File: src/hdl/lmss_pkg.sv
`default_nettype none

package lmss_pkg;

   localparam int unsigned MATRIX_SIZE = 8;
   localparam logic [2:0] MATRIX_LAST = 3'd7;

   localparam logic [1:0] OP_WRITE   = 2'd0;
   localparam logic [1:0] OP_TICK    = 2'd1;
   localparam logic [1:0] OP_RESTART = 2'd2;

   localparam logic [1:0] CSR_SCROLL_MODE  = 2'd0;
   localparam logic [1:0] CSR_CHAR_COUNT   = 2'd1;
   localparam logic [1:0] CSR_DWELL_FRAMES = 2'd2;
   localparam logic [1:0] CSR_REPEAT_COUNT = 2'd3;

   typedef struct packed {
      logic [1:0] opcode;
      logic [7:0] column_address;
      logic [7:0] column_byte;
   } req_word_type;

   typedef struct packed {
      logic [7:0] row_pattern;
      logic [2:0] column_select;
      logic       scroll_done;
   } rsp_word_type;

   typedef enum logic [2:0] {
      ST_IDLE = 3'b001,
      ST_ADDR = 3'b010,
      ST_DATA = 3'b100
   } state_type;

endpackage

`default_nettype wire

File: src/hdl/lmss_ram.sv
`default_nettype none

module lmss_ram #(
   parameter int unsigned WIDTH = 8,
   parameter int unsigned DEPTH = 256
) (
   input  wire logic                     clock,
   input  wire logic                     wr_en,
   input  wire logic [$clog2(DEPTH)-1:0] wr_addr,
   input  wire logic [WIDTH-1:0]         wr_data,
   input  wire logic                     rd_en,
   input  wire logic [$clog2(DEPTH)-1:0] rd_addr,
   output logic      [WIDTH-1:0]         rd_data
);

   logic [WIDTH-1:0] mem_ff [DEPTH];
   logic [WIDTH-1:0] rd_data_ff;

   always_ff @(posedge clock) begin
      if (wr_en) begin
         mem_ff[wr_addr] <= wr_data;
      end
      if (rd_en) begin
         rd_data_ff <= mem_ff[rd_addr];
      end
   end

   assign rd_data = rd_data_ff;

endmodule

`default_nettype wire

File: src/hdl/led_matrix_scroll_scanner.sv
// 8x8 LED matrix column scanner with a scrolling text mode. Write words load
// the column-byte memory and restart words rewind the scroll; both are taken
// back to back. A tick word runs through accept, address and counter update,
// and registered memory read, and no new word is accepted until it is done;
// the display memory has a single read port and a registered read. A scroll
// mode tick is dropped with no result once stopped or while dwell frames is
// zero. A result waits in the output register while the next word is taken;
// a tick only stalls when the previous result has not been taken. No clearing
// pass is run: display memory entries are undefined until written.
`default_nettype none

module led_matrix_scroll_scanner #(
   parameter int unsigned MEMORY_DEPTH = 256
) (
   input  wire logic                  clock,
   input  wire logic                  reset,
   input  wire logic                  req_valid,
   output logic                       req_ready,
   input  wire lmss_pkg::req_word_type req_word,
   output logic                       rsp_valid,
   input  wire logic                  rsp_ready,
   output lmss_pkg::rsp_word_type     rsp_word,
   input  wire logic                  csr_write_en,
   input  wire logic [1:0]            csr_index,
   input  wire logic [7:0]            csr_data
);

   localparam int unsigned AW = $clog2(MEMORY_DEPTH);

   typedef logic [AW-1:0] mod_tab_type [256];

   function automatic mod_tab_type build_mod_table();
      mod_tab_type t;
      for (int i = 0; i < 256; i++) begin
         t[i] = AW'(i % MEMORY_DEPTH);
      end
      return t;
   endfunction

   localparam mod_tab_type MOD_TABLE = build_mod_table();

   // text position modulo total, on the character part only
   function automatic logic [7:0] reduce_pos(input logic [7:0] pos, input logic [5:0] chars);
      logic [5:0] rem;
      rem = '0;
      for (int i = 4; i >= 0; i--) begin
         rem = {rem[4:0], pos[3 + i]};
         if (rem >= chars) begin
            rem = rem - chars;
         end
      end
      return {rem[4:0], pos[2:0]};
   endfunction

   lmss_pkg::state_type state_ff, state_in;

   logic        scroll_mode_ff, scroll_mode_in;
   logic [5:0]  char_count_ff, char_count_in;
   logic [7:0]  dwell_frames_ff, dwell_frames_in;
   logic [7:0]  repeat_count_ff, repeat_count_in;

   logic [2:0]  slot_column_ff, slot_column_in;
   logic [3:0]  window_width_ff, window_width_in;
   logic [7:0]  dwell_counter_ff, dwell_counter_in;
   logic [7:0]  text_position_ff, text_position_in;
   logic [16:0] frame_counter_ff, frame_counter_in;
   logic        stopped_ff, stopped_in;

   logic [7:0]  pos_mod_ff, pos_mod_in;
   logic [15:0] frame_limit_ff, frame_limit_in;
   logic [2:0]  col_sel_ff, col_sel_in;
   logic        done_ff, done_in;

   logic                   rsp_valid_ff, rsp_valid_in;
   lmss_pkg::rsp_word_type rsp_word_ff, rsp_word_in;

   logic          req_accept;
   logic [5:0]    chars_eff;
   logic [8:0]    total;
   logic          ram_wr_en;
   logic          ram_rd_en;
   logic [AW-1:0] ram_rd_addr;
   logic [7:0]    ram_rd_data;

   logic [2:0]    c3;
   logic [9:0]    sum10;
   logic [7:0]    idx8;
   logic [3:0]    cn4;
   logic [8:0]    dwell9;
   logic [8:0]    pos_next;

   assign req_ready  = (state_ff == lmss_pkg::ST_IDLE);
   assign req_accept = req_valid && req_ready;
   assign ram_wr_en  = req_accept && (req_word.opcode == lmss_pkg::OP_WRITE);

   assign chars_eff = (char_count_ff == 6'd0) ? 6'd1 :
                      (char_count_ff > 6'd32) ? 6'd32 : char_count_ff;
   assign total     = {chars_eff, 3'b000};

   lmss_ram #(
      .WIDTH(8),
      .DEPTH(MEMORY_DEPTH)
   ) u_display_ram (
      .clock  (clock),
      .wr_en  (ram_wr_en),
      .wr_addr(MOD_TABLE[req_word.column_address]),
      .wr_data(req_word.column_byte),
      .rd_en  (ram_rd_en),
      .rd_addr(ram_rd_addr),
      .rd_data(ram_rd_data)
   );

   always_comb begin
      state_in         = state_ff;
      scroll_mode_in   = scroll_mode_ff;
      char_count_in    = char_count_ff;
      dwell_frames_in  = dwell_frames_ff;
      repeat_count_in  = repeat_count_ff;
      slot_column_in   = slot_column_ff;
      window_width_in  = window_width_ff;
      dwell_counter_in = dwell_counter_ff;
      text_position_in = text_position_ff;
      frame_counter_in = frame_counter_ff;
      stopped_in       = stopped_ff;
      pos_mod_in       = pos_mod_ff;
      frame_limit_in   = frame_limit_ff;
      col_sel_in       = col_sel_ff;
      done_in          = done_ff;
      rsp_valid_in     = rsp_valid_ff && !rsp_ready;
      rsp_word_in      = rsp_word_ff;
      ram_rd_en        = 1'b0;
      ram_rd_addr      = '0;

      c3       = (4'(slot_column_ff) >= window_width_ff) ? 3'd0 : slot_column_ff;
      sum10    = 10'(pos_mod_ff) + 10'(total) - 10'(c3);
      if (sum10 >= 10'(total)) begin
         sum10 = sum10 - 10'(total);
      end
      idx8     = sum10[7:0];
      cn4      = 4'(c3) + 4'd1;
      dwell9   = 9'(dwell_counter_ff) + 9'd1;
      pos_next = 9'(pos_mod_ff) + 9'd1;

      if (csr_write_en) begin
         case (csr_index)
            lmss_pkg::CSR_SCROLL_MODE:  scroll_mode_in  = csr_data[0];
            lmss_pkg::CSR_CHAR_COUNT:   char_count_in   = csr_data[5:0];
            lmss_pkg::CSR_DWELL_FRAMES: dwell_frames_in = csr_data;
            lmss_pkg::CSR_REPEAT_COUNT: repeat_count_in = csr_data;
            default: ;
         endcase
      end

      case (state_ff)
         lmss_pkg::ST_IDLE: begin
            if (req_accept) begin
               case (req_word.opcode)
                  lmss_pkg::OP_RESTART: begin
                     slot_column_in   = 3'd0;
                     window_width_in  = 4'd1;
                     dwell_counter_in = 8'd0;
                     text_position_in = 8'd0;
                     frame_counter_in = 17'd0;
                     stopped_in       = 1'b0;
                  end
                  lmss_pkg::OP_TICK: begin
                     if (!scroll_mode_ff) begin
                        state_in = lmss_pkg::ST_ADDR;
                     end else if (!stopped_ff && (dwell_frames_ff != 8'd0)) begin
                        pos_mod_in     = reduce_pos(text_position_ff, chars_eff);
                        frame_limit_in = 16'(total) * 16'(repeat_count_ff);
                        state_in       = lmss_pkg::ST_ADDR;
                     end
                  end
                  default: ;
               endcase
            end
         end
         lmss_pkg::ST_ADDR: begin
            ram_rd_en = 1'b1;
            state_in  = lmss_pkg::ST_DATA;
            if (!scroll_mode_ff) begin
               ram_rd_addr    = MOD_TABLE[{5'd0, slot_column_ff}];
               col_sel_in     = slot_column_ff;
               done_in        = 1'b0;
               slot_column_in = slot_column_ff + 3'd1;
            end else begin
               ram_rd_addr = MOD_TABLE[idx8];
               col_sel_in  = lmss_pkg::MATRIX_LAST - c3;
               done_in     = 1'b0;
               if (cn4 >= window_width_ff) begin
                  cn4 = 4'd0;
                  if (dwell9 >= 9'(dwell_frames_ff)) begin
                     dwell_counter_in = 8'd0;
                     if (frame_counter_ff >= 17'(frame_limit_ff)) begin
                        done_in    = 1'b1;
                        stopped_in = 1'b1;
                     end else begin
                        frame_counter_in = frame_counter_ff + 17'd1;
                        text_position_in = (pos_next == total) ? 8'd0 : pos_next[7:0];
                        if (window_width_ff < 4'(lmss_pkg::MATRIX_SIZE)) begin
                           window_width_in = window_width_ff + 4'd1;
                        end
                     end
                  end else begin
                     dwell_counter_in = dwell9[7:0];
                  end
               end
               slot_column_in = cn4[2:0];
            end
         end
         lmss_pkg::ST_DATA: begin
            if (!rsp_valid_ff || rsp_ready) begin
               rsp_valid_in              = 1'b1;
               rsp_word_in.row_pattern   = ram_rd_data;
               rsp_word_in.column_select = col_sel_ff;
               rsp_word_in.scroll_done   = done_ff;
               state_in                  = lmss_pkg::ST_IDLE;
            end
         end
         default: begin
            state_in = lmss_pkg::ST_IDLE;
         end
      endcase
   end

   always_ff @(posedge clock) begin
      if (reset) begin
         state_ff         <= lmss_pkg::ST_IDLE;
         scroll_mode_ff   <= 1'b0;
         char_count_ff    <= 6'd1;
         dwell_frames_ff  <= 8'd1;
         repeat_count_ff  <= 8'd1;
         slot_column_ff   <= 3'd0;
         window_width_ff  <= 4'd1;
         dwell_counter_ff <= 8'd0;
         text_position_ff <= 8'd0;
         frame_counter_ff <= 17'd0;
         stopped_ff       <= 1'b0;
         rsp_valid_ff     <= 1'b0;
      end else begin
         state_ff         <= state_in;
         scroll_mode_ff   <= scroll_mode_in;
         char_count_ff    <= char_count_in;
         dwell_frames_ff  <= dwell_frames_in;
         repeat_count_ff  <= repeat_count_in;
         slot_column_ff   <= slot_column_in;
         window_width_ff  <= window_width_in;
         dwell_counter_ff <= dwell_counter_in;
         text_position_ff <= text_position_in;
         frame_counter_ff <= frame_counter_in;
         stopped_ff       <= stopped_in;
         rsp_valid_ff     <= rsp_valid_in;
      end
   end

   always_ff @(posedge clock) begin
      pos_mod_ff     <= pos_mod_in;
      frame_limit_ff <= frame_limit_in;
      col_sel_ff     <= col_sel_in;
      done_ff        <= done_in;
      rsp_word_ff    <= rsp_word_in;
   end

   assign rsp_valid = rsp_valid_ff;
   assign rsp_word  = rsp_word_ff;

endmodule

`default_nettype wire
File: config.mk
export PLATFORM = sky130hd
export DESIGN_NAME = led_matrix_scroll_scanner
export DESIGN_NICKNAME = d
export VERILOG_FILES = /design/src/hdl/lmss_pkg.sv /design/src/hdl/lmss_ram.sv /design/src/hdl/led_matrix_scroll_scanner.sv
export SDC_FILE = /design/constraint.sdc
export NUM_CORES = 2
export LEC_CHECK = 0
export ABC_AREA = 1
export BUFFER_PORTS_ARGS = -buffer_cell sky130_fd_sc_hd__buf_2
export CELL_PAD_IN_SITES_DETAIL_PLACEMENT = 1
export CELL_PAD_IN_SITES_GLOBAL_PLACEMENT = 2
export CORE_MARGIN = 1
export CORE_UTILIZATION = 40
export CTS_BUF_LIST = sky130_fd_sc_hd__clkbuf_4 sky130_fd_sc_hd__clkbuf_8 sky130_fd_sc_hd__clkbuf_16
export DETAILED_ROUTE_END_ITERATION = 16
export GPL_ROUTABILITY_DRIVEN = 0
export MAX_ROUTING_LAYER = met4
export PLACE_DENSITY = 0.73
export SETUP_SLACK_MARGIN = 0.3
export SYNTH_ARGS = -nofsm -noshare
export SYNTH_HDL_FRONTEND = slang
export SYNTH_SLANG_ARGS = --single-unit
File: constraint.sdc
create_clock -name clock -period 19.9 [get_ports clock]
set_clock_uncertainty 0.15 [all_clocks]
set_input_delay 0.995 -clock clock [delete_from_list [all_inputs] [get_ports clock]]
set_output_delay 0.995 -clock clock [all_outputs]
set_load 0.005 [all_outputs]
==> results.yml <==
status:
  outcome: "complete, but fails checks"
  violated_checks: "DRC"
flow_run:
  max_cap_viol_count: 0
worst_setup_path:
  cp_max_fo: 14
  setup.worst_path.start_class: "flop"
  critical-path-max-stage-delay_ns: 0.64
  critPathSlowestCell: "sky130_fd_sc_hd__dfxtp_1"
  worstSetupPathType: "flop to flop"
  cp.buffers_inverters: 8
  cpLargestDelayFamily: "compound AO/OA/AOI/OAI gates"
  crit_required_ns: 20.30
  timing.critical_path.mode_cell: "sky130_fd_sc_hd__inv_1"
  worst-endpoint-arrival_ns: 9.86
  cp-end-kind: "flop"
clock_network:
  max-clock-path-buffers: 3
  numClockSinks: 2161
  cts_root_buffer: "sky130_fd_sc_hd__clkbuf_16"
  post-cts-setup-buffer-count: 0
  h_tree_lvl_count: 4
  cts-buffers-inserted: 231
  cts.clk_slew.worst_paths_ns: 0.06
  cts_repair_resize_count: 0
  cts_tree: "yes"
  hold_buffers: 0
  worst_skew_pair.late_latency_ns: 0.87
min_path:
  holdCritPathClass: "input port to flop"
timing:
  report.final.hold_viol_count: 0
  finalCritPeriodShare: 0.475
  rsz_0062_raised_after_global_routing: "false"
  finalSetupViolCount: 0
  clock.fmax_mhz: 106
  worst_slack_ns: 10.44
  fin_worst_hold_slack_ns: 0.268
  maxSlewViolCount: 0
  fin_setup_tns_ns: 0
  tightest_slew_margin_relative_to_the_limit: 0.202
  finalCriticalPeriod_ns: 9.46
  transition_at_the_pin_with_the_smallest_max_transition_slack_ns: 1.20
die:
  fp.dieArea_sq_um: 242000
  number_of_rows_created_at_floorplan: 179
  coreArea_sq_um: 238000
  die_h_um: 492
  num_io_pins: 47
  initial_utilization: 0.403
  die_width_um: 492
logic_synthesis:
  synth-async-reset-ratio: 0
  seq_area_frac_synth: 0.669
  post_synthesis_register_bit_count: 2161
  synth_area_per_cell_sq_um: 10.8
  yosys.cell_types.count: 52
  synth_area_leaders: "sky130_fd_sc_hd__edfxtp_1 66%, sky130_fd_sc_hd__nand2_1 8.8%, sky130_fd_sc_hd__nand3_1 4.4%"
  yosysTopAreaCellShare: 0.655
  cell_type_with_the_highest_aggregate_area_in_the_netlist: "sky130_fd_sc_hd__edfxtp_1"
  synthesis.instances: 8919
  ys_warns: 0
  syn_area_sq_um: 95900
  synth_enable_flop_cells: 2093
  synth_fp_nets: 9085
  synth_flop_cell: "sky130_fd_sc_hd__edfxtp_1"
final_layout:
  post_route_cells_drive_above_1_share: 0.0839
  final_cells: 12200
  fillCellCount: 25400
  nNetsFinal: 8951
  areaGrowthSynthToFinish_pct: 11.1
drt:
  post_drt_wl_per_cell_um: 24.7
  antenna_left: 0
  routed-via-count: 65600
  drt_drc_violations_left: 8
  drtIter0Drc: 5260
  post_drt_via_cell_ratio: 5.39
  detail_route.first_pass.iterations: 11
  detail_route.wirelength_um: 300000
pwr:
  sequentialPowerShare: 0.469
  power_density_nw_per_um2: 101
  sw_frac_of_total: 0.256
  p_leak_nw: 40.2
  power_frac_comb: 0.124
  p_sw_mw: 2.75
  intPower_mw: 8.02
  clockPowerShare: 0.406
  ir_drop_mv: 0.187
global_routing:
  global_route.usage.met3: 0.0282
  grt_use_total: 0.254
  gr-max-usage-layer: "met2"
  grt_max_degree: 188
  globalRouteOverflowTotal: 0
  first_global_vias: 67900
  grt_pass1_wl_um: 447000
  grtUsageMet2: 0.416
  grt_util_met1: 0.334
  antenna_found_initial: 11
placement:
  io_buffers: 46
  dpl.hpwl_um: 174000
  place_worst_setup_slack_ns: 10.48
  dp_cells: 11700
cells in the final DEF, fill, tap and decap left out, drive strengths merged, types with 146 or more instances in the layout:
| master | netlist | routed |
|---|---|---|
| buf | 287 | 146 |
| clkbuf | 226 | 284 |
| edfxtp | 2093 | 2093 |
| inv | 890 | 896 |
| nand2 | 2261 | 2261 |
| nand3 | 852 | 852 |
| nor2 | 704 | 704 |
| o211ai | 259 | 259 |
| o21ai | 444 | 444 |
| or2 | 268 | 268 |
metrics by stage:
stage | util | area (sq um) | total power [mW]
3_3_place_gp | 0.415 | 98900 | 6.43
3_5_place_dp | 0.415 | 98900 | 6.49
2_1_floorplan | - | 95900 | 6.04
5_1_grt | 0.448 | 107000 | 11.2
4_1_cts | 0.448 | 107000 | 10.8
6_report | 0.448 | 107000 | 10.8
cell families (layout without fill, tap and decap cells):
kind of cell	after synthesis	in the layout	share of synthesized area
AO/OA/AOI/OAI	927	927	0.0587
XOR/XNOR	50	50	0.00457
adder cells (fa/ha/maj)	133	133	0.0197
buffers and inverters	1418	1479	0.0595
flip-flops	2161	2161	0.669
other	0	5	0
AND/OR/NAND/NOR	4230	4230	0.188
worst register-to-register path: cells and delay by family, from the launching register on:
family	cells	cell delay, ns
fa+ha+maj	6	1.84
compound gates	12	3.14
simple gates	16	2.13
flops	1	0.64
buf+inv	8	1.29
synthesized netlist by cell type, types with 2 or more instances:
library cell                  n
sky130_fd_sc_hd__nand2_1   2256
sky130_fd_sc_hd__edfxtp_1  2093
sky130_fd_sc_hd__inv_1      883
sky130_fd_sc_hd__nand3_1    850
sky130_fd_sc_hd__nor2_1     699
sky130_fd_sc_hd__o21ai_0    314
sky130_fd_sc_hd__o211ai_1   259
sky130_fd_sc_hd__buf_2      241
sky130_fd_sc_hd__clkbuf_1   226
sky130_fd_sc_hd__or2_2      189
sky130_fd_sc_hd__o21ai_1    129
sky130_fd_sc_hd__ha_1       103
sky130_fd_sc_hd__a21oi_1    102
sky130_fd_sc_hd__nand4_1     95
sky130_fd_sc_hd__dfxtp_1     68
sky130_fd_sc_hd__or2_0       64
sky130_fd_sc_hd__o221ai_1    41
sky130_fd_sc_hd__xor2_1      35
sky130_fd_sc_hd__a21o_1      34
sky130_fd_sc_hd__fa_1        30
sky130_fd_sc_hd__buf_1       29
sky130_fd_sc_hd__nor3_1      22
sky130_fd_sc_hd__o22ai_1     21
sky130_fd_sc_hd__nand3b_1    17
sky130_fd_sc_hd__clkinv_1    15
sky130_fd_sc_hd__or2_1       15
sky130_fd_sc_hd__xnor2_1     15
sky130_fd_sc_hd__buf_4       12
sky130_fd_sc_hd__a211oi_1     7
sky130_fd_sc_hd__inv_2        7
sky130_fd_sc_hd__nor4_1       7
sky130_fd_sc_hd__a31oi_1      5
sky130_fd_sc_hd__buf_6        5
sky130_fd_sc_hd__o21a_1       5
sky130_fd_sc_hd__nand2_2      4
sky130_fd_sc_hd__nor2_2       3
sky130_fd_sc_hd__o21bai_1     3
sky130_fd_sc_hd__a221oi_1     2
path summary, 6_finish.rpt:
path	start	end	slack, ns	cells past startpoint
hold reg to reg	text_position_ff[1]$_SDFFE_PP0P_	pos_mod_ff[1]$_DFFE_PP_	0.27	0
hold / removal	rsp_ready	rsp_valid$_SDFF_PP0_	0.27	4
setup / recovery	char_count_ff[5]$_SDFFE_PP0P_	pos_mod_ff[6]$_DFFE_PP_	10.44	42
setup reg to reg	char_count_ff[5]$_SDFFE_PP0P_	pos_mod_ff[6]$_DFFE_PP_	10.44	42
metal layers:
metal	vias up	routed length [um]
met5	-	0
met4	0	7940
met3	400	13700
met2	1529	146000
met1	33500	133000
li1	30100	-
power groups by stage:
stage	registers [mW]	logic [mW]	clock network, mW
after CTS	5.05	1.34	4.45
after floorplan	5.15	0.895	0
after global placement	5.15	1.28	0
after detailed placement	5.15	1.33	0
after global routing	5.05	1.50	4.60
final	5.05	1.34	4.37
layout make-up:
| class | count | area [sq um] | share of cell area |
|---|---|---|---|
| inverters | 905 | 3410 | 0.0320 |
| repair buffers | 146 | 1170 | 0.0110 |
| flip-flops and latches | 2161 | 64200 | 0.603 |
| diodes | 5 | 12.5 | 0.000117 |
| multi-input cells | 5340 | 26200 | 0.245 |
| clock buffers | 284 | 6230 | 0.0585 |
| clock inverters | 144 | 1420 | 0.0133 |
| well taps | 3167 | 3960 | 0.0372 |
flip-flops by register name (all words and copies together) (netlist names), 3 cells and up:
name,flops
u_display_ram.mem_ff,2048
frame_counter_ff,17
frame_limit_ff,13
rsp_word,12
dwell_counter_ff,8
dwell_frames_ff,8
pos_mod_ff,8
repeat_count_ff,8
text_position_ff,8
u_display_ram.rd_data,8
char_count_ff,6
window_width_ff,4
col_sel_ff,3
slot_column_ff,3
state_ff,3
Note: power is estimated with default switching activity, not from simulation.
